## config.mk

```make
export PLATFORM = sky130hd
export DESIGN_NAME = utf8_stream_decoder_core
export DESIGN_NICKNAME = d
export VERILOG_FILES = /design/src/sv/utf8d_pkg.sv /design/src/sv/utf8d_step.sv /design/src/sv/utf8d_out_reg.sv /design/src/sv/utf8_stream_decoder_core.sv
export VERILOG_INCLUDE_DIRS = /design/src /design/src/sv
export SDC_FILE = /design/constraint.sdc
export NUM_CORES = 1
export LEC_CHECK = 0
export ABC_CLOCK_PERIOD_IN_PS = 3780
export BUFFER_PORTS_ARGS = -buffer_cell sky130_fd_sc_hd__buf_4
export CELL_PAD_IN_SITES_DETAIL_PLACEMENT = 1
export CELL_PAD_IN_SITES_GLOBAL_PLACEMENT = 1
export CORE_UTILIZATION = 44
export CTS_CLUSTER_DIAMETER = 50
export DETAILED_ROUTE_END_ITERATION = 6
export PLACE_DENSITY_LB_ADDON = 0.15
export SYNTH_ARGS = -nofsm -noshare
export SYNTH_HDL_FRONTEND = slang
export SYNTH_SLANG_ARGS = --single-unit
export TNS_END_PERCENT = 5
```

## constraint.sdc

```tcl
create_clock -name clk -period 3.78 [get_ports clk]
set_input_delay 0.567 -clock clk [delete_from_list [all_inputs] [get_ports clk]]
set_output_delay 0.567 -clock clk [all_outputs]
set_load 0.02 [all_outputs]
```

## src/sv/assert_macros.svh

```systemverilog
// Assertion macros for RTL files that check their own logic.
`ifndef ASSERT_MACROS_SVH
`define ASSERT_MACROS_SVH

// Checks a property on every rising clock edge outside of reset.
`define CHECK_CLK(lbl, prop, msg) \
  lbl: assert property (@(posedge clk) disable iff (rst) (prop)) else $error(msg);

// Checks a property on every rising clock edge, reset included.
`define CHECK_ALWAYS(lbl, prop, msg) \
  lbl: assert property (@(posedge clk) (prop)) else $error(msg);

`endif

```

## src/sv/utf8d_pkg.sv

```systemverilog
package utf8d_pkg;

  localparam int unsigned CpWidth  = 31;
  localparam int unsigned LenWidth = 3;

  localparam logic [7:0] ContMask   = 8'b11000000;
  localparam logic [7:0] ContMark   = 8'b10000000;
  localparam logic [7:0] LeadMin    = 8'b11000000;
  localparam logic [7:0] LeadMax    = 8'b11111101;
  localparam logic [7:0] Lead3Min   = 8'b11100000;
  localparam logic [7:0] Lead4Min   = 8'b11110000;
  localparam logic [7:0] Lead5Min   = 8'b11111000;
  localparam logic [7:0] Lead6Min   = 8'b11111100;

  typedef struct packed {
    logic [CpWidth-1:0]  code_point;
    logic [LenWidth-1:0] seq_length;
    logic                error;
  } result_t;

  typedef struct packed {
    logic [CpWidth-1:0]  partial_value;
    logic [LenWidth-1:0] bytes_expected;
    logic [LenWidth-1:0] total_length;
  } dec_state_t;

endpackage

```

## src/sv/utf8d_step.sv

```systemverilog
module utf8d_step (
  input  utf8d_pkg::dec_state_t state,
  input  logic [7:0]            data_byte,
  output utf8d_pkg::dec_state_t state_next,
  output logic                  emit,
  output utf8d_pkg::result_t    result
);
  import utf8d_pkg::*;

  logic is_cont;

  assign is_cont = (data_byte & ContMask) == ContMark;

  always_comb begin
    state_next = state;
    emit       = 1'b0;
    result     = '0;
    if (state.bytes_expected != '0) begin
      if (!is_cont) begin
        state_next   = '0;
        emit         = 1'b1;
        result.error = 1'b1;
      end else if (state.bytes_expected == LenWidth'(1)) begin
        state_next        = '0;
        emit              = 1'b1;
        result.code_point = {state.partial_value[CpWidth-7:0], data_byte[5:0]};
        result.seq_length = state.total_length;
      end else begin
        state_next.partial_value  = {state.partial_value[CpWidth-7:0], data_byte[5:0]};
        state_next.bytes_expected = state.bytes_expected - LenWidth'(1);
      end
    end else begin
      priority if (data_byte[7] == 1'b0) begin
        emit              = 1'b1;
        result.code_point = CpWidth'(data_byte);
        result.seq_length = LenWidth'(1);
      end else if (data_byte < LeadMin || data_byte > LeadMax) begin
        emit         = 1'b1;
        result.error = 1'b1;
      end else if (data_byte >= Lead6Min) begin
        state_next.total_length   = LenWidth'(6);
        state_next.bytes_expected = LenWidth'(5);
        state_next.partial_value  = CpWidth'(data_byte[0]);
      end else if (data_byte >= Lead5Min) begin
        state_next.total_length   = LenWidth'(5);
        state_next.bytes_expected = LenWidth'(4);
        state_next.partial_value  = CpWidth'(data_byte[1:0]);
      end else if (data_byte >= Lead4Min) begin
        state_next.total_length   = LenWidth'(4);
        state_next.bytes_expected = LenWidth'(3);
        state_next.partial_value  = CpWidth'(data_byte[2:0]);
      end else if (data_byte >= Lead3Min) begin
        state_next.total_length   = LenWidth'(3);
        state_next.bytes_expected = LenWidth'(2);
        state_next.partial_value  = CpWidth'(data_byte[3:0]);
      end else begin
        state_next.total_length   = LenWidth'(2);
        state_next.bytes_expected = LenWidth'(1);
        state_next.partial_value  = CpWidth'(data_byte[4:0]);
      end
    end
  end

endmodule

```

## src/sv/utf8d_out_reg.sv

```systemverilog
module utf8d_out_reg (
  input  logic               clk,
  input  logic               rst,
  input  logic               load,
  input  utf8d_pkg::result_t load_data,
  input  logic               out_stall,
  output logic               busy,
  output logic               out_valid,
  output utf8d_pkg::result_t out_data
);
  import utf8d_pkg::*;

  assign busy = out_valid && out_stall;

  always_ff @(posedge clk) begin
    if (rst) begin
      out_valid <= 1'b0;
    end else if (!busy) begin
      out_valid <= load;
    end
  end

  always_ff @(posedge clk) begin
    if (!busy && load) begin
      out_data <= load_data;
    end
  end

endmodule

```

## src/sv/utf8_stream_decoder_core.sv

```systemverilog
// Byte-serial decoder for the original six-byte UTF-8 form.
// Input channel: in_valid, in_stall and data_byte carry one stream byte per
// transaction. Output channel: out_valid, out_stall, code_point, seq_length
// and error carry one result per transaction.
// A byte below 0x80 yields a one-byte result. A lead byte from 0xC0 to 0xFD
// yields nothing; the matching last continuation byte yields the code point
// and the sequence length. A stray continuation byte, 0xFE, 0xFF, or any
// non-continuation byte inside a sequence yields one result with error set
// and code_point and seq_length at zero, and the decoder returns to idle.
// A result is registered and appears in the cycle after the byte that
// completes it is accepted. Throughput is one byte per cycle while out_stall
// is low, set by the single decode step between state and output registers.
// When the receiver stalls a waiting result, in_stall rises in the same
// cycle and the result holds until taken; no byte is lost.
// Synchronous reset clears any partial sequence and the output valid flag.
`include "assert_macros.svh"

module utf8_stream_decoder_core (
  input  logic                            clk,
  input  logic                            rst,
  input  logic                            in_valid,
  output logic                            in_stall,
  input  logic [7:0]                      data_byte,
  output logic                            out_valid,
  input  logic                            out_stall,
  output logic [utf8d_pkg::CpWidth-1:0]   code_point,
  output logic [utf8d_pkg::LenWidth-1:0]  seq_length,
  output logic                            error
);
  import utf8d_pkg::*;

  dec_state_t state;
  dec_state_t state_next;
  logic       emit;
  result_t    step_result;
  result_t    out_data;
  logic       busy;
  logic       accept;

  utf8d_step u_step (
    .state      (state),
    .data_byte  (data_byte),
    .state_next (state_next),
    .emit       (emit),
    .result     (step_result)
  );

  assign in_stall = busy;
  assign accept   = in_valid && !busy;

  always_ff @(posedge clk) begin
    if (rst) begin
      state <= '0;
    end else if (accept) begin
      state <= state_next;
    end
  end

  utf8d_out_reg u_out_reg (
    .clk       (clk),
    .rst       (rst),
    .load      (accept && emit),
    .load_data (step_result),
    .out_stall (out_stall),
    .busy      (busy),
    .out_valid (out_valid),
    .out_data  (out_data)
  );

  assign code_point = out_data.code_point;
  assign seq_length = out_data.seq_length;
  assign error      = out_data.error;

  `CHECK_CLK(a_err_clean, out_valid && error |-> code_point == '0 && seq_length == '0, "error result carries data")
  `CHECK_CLK(a_ascii_len, out_valid && !error && seq_length == LenWidth'(1) |-> code_point < CpWidth'(128), "one-byte result out of range")
  `CHECK_CLK(a_ok_len, out_valid && !error |-> seq_length != '0 && seq_length <= LenWidth'(6), "bad sequence length")
  `CHECK_ALWAYS(a_pending, state.bytes_expected != '0 |-> state.bytes_expected < state.total_length, "pending count exceeds length")
  `CHECK_ALWAYS(a_stall_src, in_stall |-> out_valid, "input stalled with empty output")

endmodule
```

==> impl_metrics.py <==
metrics = {
    "timing": {
        "max_slew.worst_pin.slew_ns": 0.6124,
        "slew_viol_final": 0,
        "worst_path_setup_slack_after_routing_ns": 1.654,
        "fmax_mhz": 470.4,
        "final_period_minus_worst_setup_slack_ns": 2.126,
        "min_period_over_period_pct": 56.24,
        "worst_slew_margin_relative_to_its_limit_pct": 59.08,
        "fin_setup_tns_ns": 0,
        "rsz0062_at_grt": "no",
        "setup-violations-final": 0,
        "final-hold-violation-count": 0,
        "skew_ns": 0.009767,
    },
    "clocking": {
        "clk_latency_ns": 0.34,
        "cts-root-to-sink-buffers": 2,
        "hold_buffers": 0,
        "clkSinkCount": 67,
        "cts_max_level": 3,
        "tritoncts": "done",
        "cts-resized-gates": 0,
        "postCtsSetupBuffers": 0,
        "cell_at_the_root_of_the_clock_tree": "sky130_fd_sc_hd__clkbuf_8",
        "clkSlewWorstSetupHoldPaths_ns": 0.07,
        "cts-buffers-inserted": 9,
    },
    "final_layout": {
        "layout.cells.most_common": "sky130_fd_sc_hd__buf_4",
        "antenna-diode-count": 0,
        "final_layout_size_suffix_gt1_share_pct": 28.88,
        "area_growth_pct": 22.70,
        "final_area_sq_mm": 0.003382,
        "final_core_utilization_pct": 56.45,
        "fillers": 626,
        "layout_common_cells": "sky130_fd_sc_hd__buf_4, sky130_fd_sc_hd__edfxtp_1, sky130_fd_sc_hd__and2_1, sky130_fd_sc_hd__dfxtp_1, sky130_fd_sc_hd__a22o_1",
        "nets": 287,
        "area_taken_by_flip_flops_and_latches_sq_mm": 0.001692,
        "multi_input_area_sq_um": 987.2,
    },
    "synth": {
        "ys_dominant_reg_cell": "sky130_fd_sc_hd__edfxtp_1",
        "synth_async_sr_flop_share_pct": 0,
        "synth.area.top_cells": "sky130_fd_sc_hd__edfxtp_1, sky130_fd_sc_hd__dfxtp_1, sky130_fd_sc_hd__and2_1",
        "synth_seq_area_share_pct": 61.37,
        "postSynthNetCount": 235,
        "post_synth_num_cell_types": 48,
        "synth-edff-count": 35,
        "yosys_warnings": 0,
        "synth_top_area_cell": "sky130_fd_sc_hd__edfxtp_1",
        "syn-instance-count": 220,
        "synth_top_cell_area_share_pct": 38.13,
        "post_synth_instance_area_sq_mm": 0.002756,
        "post_synth.cell_area_avg_sq_um": 12.53,
        "synth.ff_latch_count": 67,
    },
    "floorplanning": {
        "design.portCount": 49,
        "die_y_um": 81.15,
        "start_util_pct": 46.01,
        "coreArea_sq_mm": 0.005991,
        "die_outline_area_sq_mm": 0.006585,
        "die_width_um": 81.15,
        "floorplan.rows": 28,
    },
    "global_route": {
        "grt_start_max_net_pins": 36,
        "grt_pass1_vias": 1941,
        "grt_antenna_before_repair": 0,
        "gr-total-overflow": 0,
        "grt_first_pass_wirelength_mm": 9.936,
        "grt_usage_pct": 20.74,
    },
    "critical_path": {
        "crit_path_max_fanout": 8,
        "data_arrival_time_of_the_worst_path_ns": 2.36,
        "critical_path.endpoint_type": "flop",
        "cp-start-kind": "flop",
        "crit_type": "reg -> reg",
        "r2r_cells": 6,
        "critPathRequiredTime_ns": 4.02,
    },
    "hold_path": {
        "min_path_cells": 1,
        "timing.hold.worst.class": "reg -> reg",
    },
    "placement": {
        "postPlaceCellArea_sq_mm": 0.003178,
        "place.detailed.hpwl_mm": 4.158,
        "port_buffers": 48,
        "dpl_worst_slack_ns": 1.694,
        "place_congestion": 0.8430,
    },
    "power_and_ir_drop": {
        "ir_drop_mv": 0.2580,
        "p_leak_nw": 1.319,
        "pwr_density_cell_mw_per_mm2": 482.9,
    },
    "detailed_routing": {
        "first_iter_violations": 117,
        "vias_per_cell": 5.571,
        "drcViolationCount": 0,
        "drtAntennaViolNets": 0,
        "via_count": 1961,
        "avgRoutedWirePerCell_um": 17.49,
        "routed_wl_mm": 6.158,
        "detailedRoute.firstPassIterationCount": 4,
    },
    "job": {
        "drv_cap": 0,
    },
    "outcome": {
        "outcome": "finished clean",
    },
}
## synth_stat cells, types with 2 or more instances
master,number
sky130_fd_sc_hd__edfxtp_1,35
sky130_fd_sc_hd__inv_1,4
sky130_fd_sc_hd__buf_4,3
sky130_fd_sc_hd__clkbuf_2,3
sky130_fd_sc_hd__a211oi_1,2
sky130_fd_sc_hd__clkbuf_1,3
sky130_fd_sc_hd__a22o_1,22
sky130_fd_sc_hd__a21o_1,2
sky130_fd_sc_hd__nand4_1,4
sky130_fd_sc_hd__o2111ai_1,2
sky130_fd_sc_hd__nor2_1,6
sky130_fd_sc_hd__ha_1,3
sky130_fd_sc_hd__and2_1,32
sky130_fd_sc_hd__a21oi_1,13
sky130_fd_sc_hd__o21ai_0,9
sky130_fd_sc_hd__nand2_1,6
sky130_fd_sc_hd__buf_6,2
sky130_fd_sc_hd__nand2b_1,3
sky130_fd_sc_hd__nand3_1,3
sky130_fd_sc_hd__nor2b_1,2
sky130_fd_sc_hd__dfxtp_1,32
sky130_fd_sc_hd__nor3_1,3
## cell type report
| cell class | instances | share of cell area (%) |
|---|---|---|
| Sequential cell | 67 | 50.02 |
| Multi-Input combinational cell | 138 | 29.19 |
| Timing Repair Buffer | 52 | 11.54 |
| Clock buffer | 12 | 4.588 |
| Tap cell | 75 | 2.775 |
| Clock inverter | 4 | 1.443 |
| Inverter | 4 | 0.4440 |
## metal layers
layer	global-route usage, %	routed length [um]	vias to the layer above
li1	-	-	925
met1	27.77	2837	971
met2	30.59	2876	52
met3	6.966	323	13
met4	8.571	121	0
met5	0	0	-
## state kept, by name, summed over array words and instances, names as in the netlist
signal,flops
state,31
u_out_reg.out_valid,1
u_out_reg.out_data,35
## cell families after synthesis
kind of cell             share of synthesized area [%]
AO/OA/AOI/OAI                                    18.07
adder cells (fa/ha/maj)                          1.362
buffers and inverters                            3.132
flip-flops                                       61.37
AND/OR/NAND/NOR                                  16.07
## power breakdown
part	leakage [nW]	switching, mW	internal, mW
clock network	0.106	0.263	0.340
registers	0.605	0.0133	0.803
logic	0.608	0.136	0.0785
## through the flow
step                power [mW]  instances  hold WS (ns)
finish                   1.633        352        0.4682
global route             1.697        352        0.5043
CTS                      1.644        352        0.4735
detailed placement       1.044        336        0.4614
global placement         1.039        336        0.4540
floorplan               0.9602        220        0.4337
## final timing paths
path	from	to	slack [ns]
setup / recovery	state[3]	state[8]	1.65
hold / removal	state[2]	state[2]	0.47
setup reg to reg	state[3]	state[8]	1.65
hold reg to reg	state[2]	state[2]	0.47
## critical path: stages (launching register included)
cell and delay [ns]:
sky130_fd_sc_hd__dfxtp_1 0.33, sky130_fd_sc_hd__inv_1 0.11, sky130_fd_sc_hd__ha_1 0.37, sky130_fd_sc_hd__nand4b_2 0.21
sky130_fd_sc_hd__o2bb2ai_1 0.53, sky130_fd_sc_hd__nor2_1 0.22, sky130_fd_sc_hd__o32ai_1 0.26
Power figures use the tool's default switching activity.
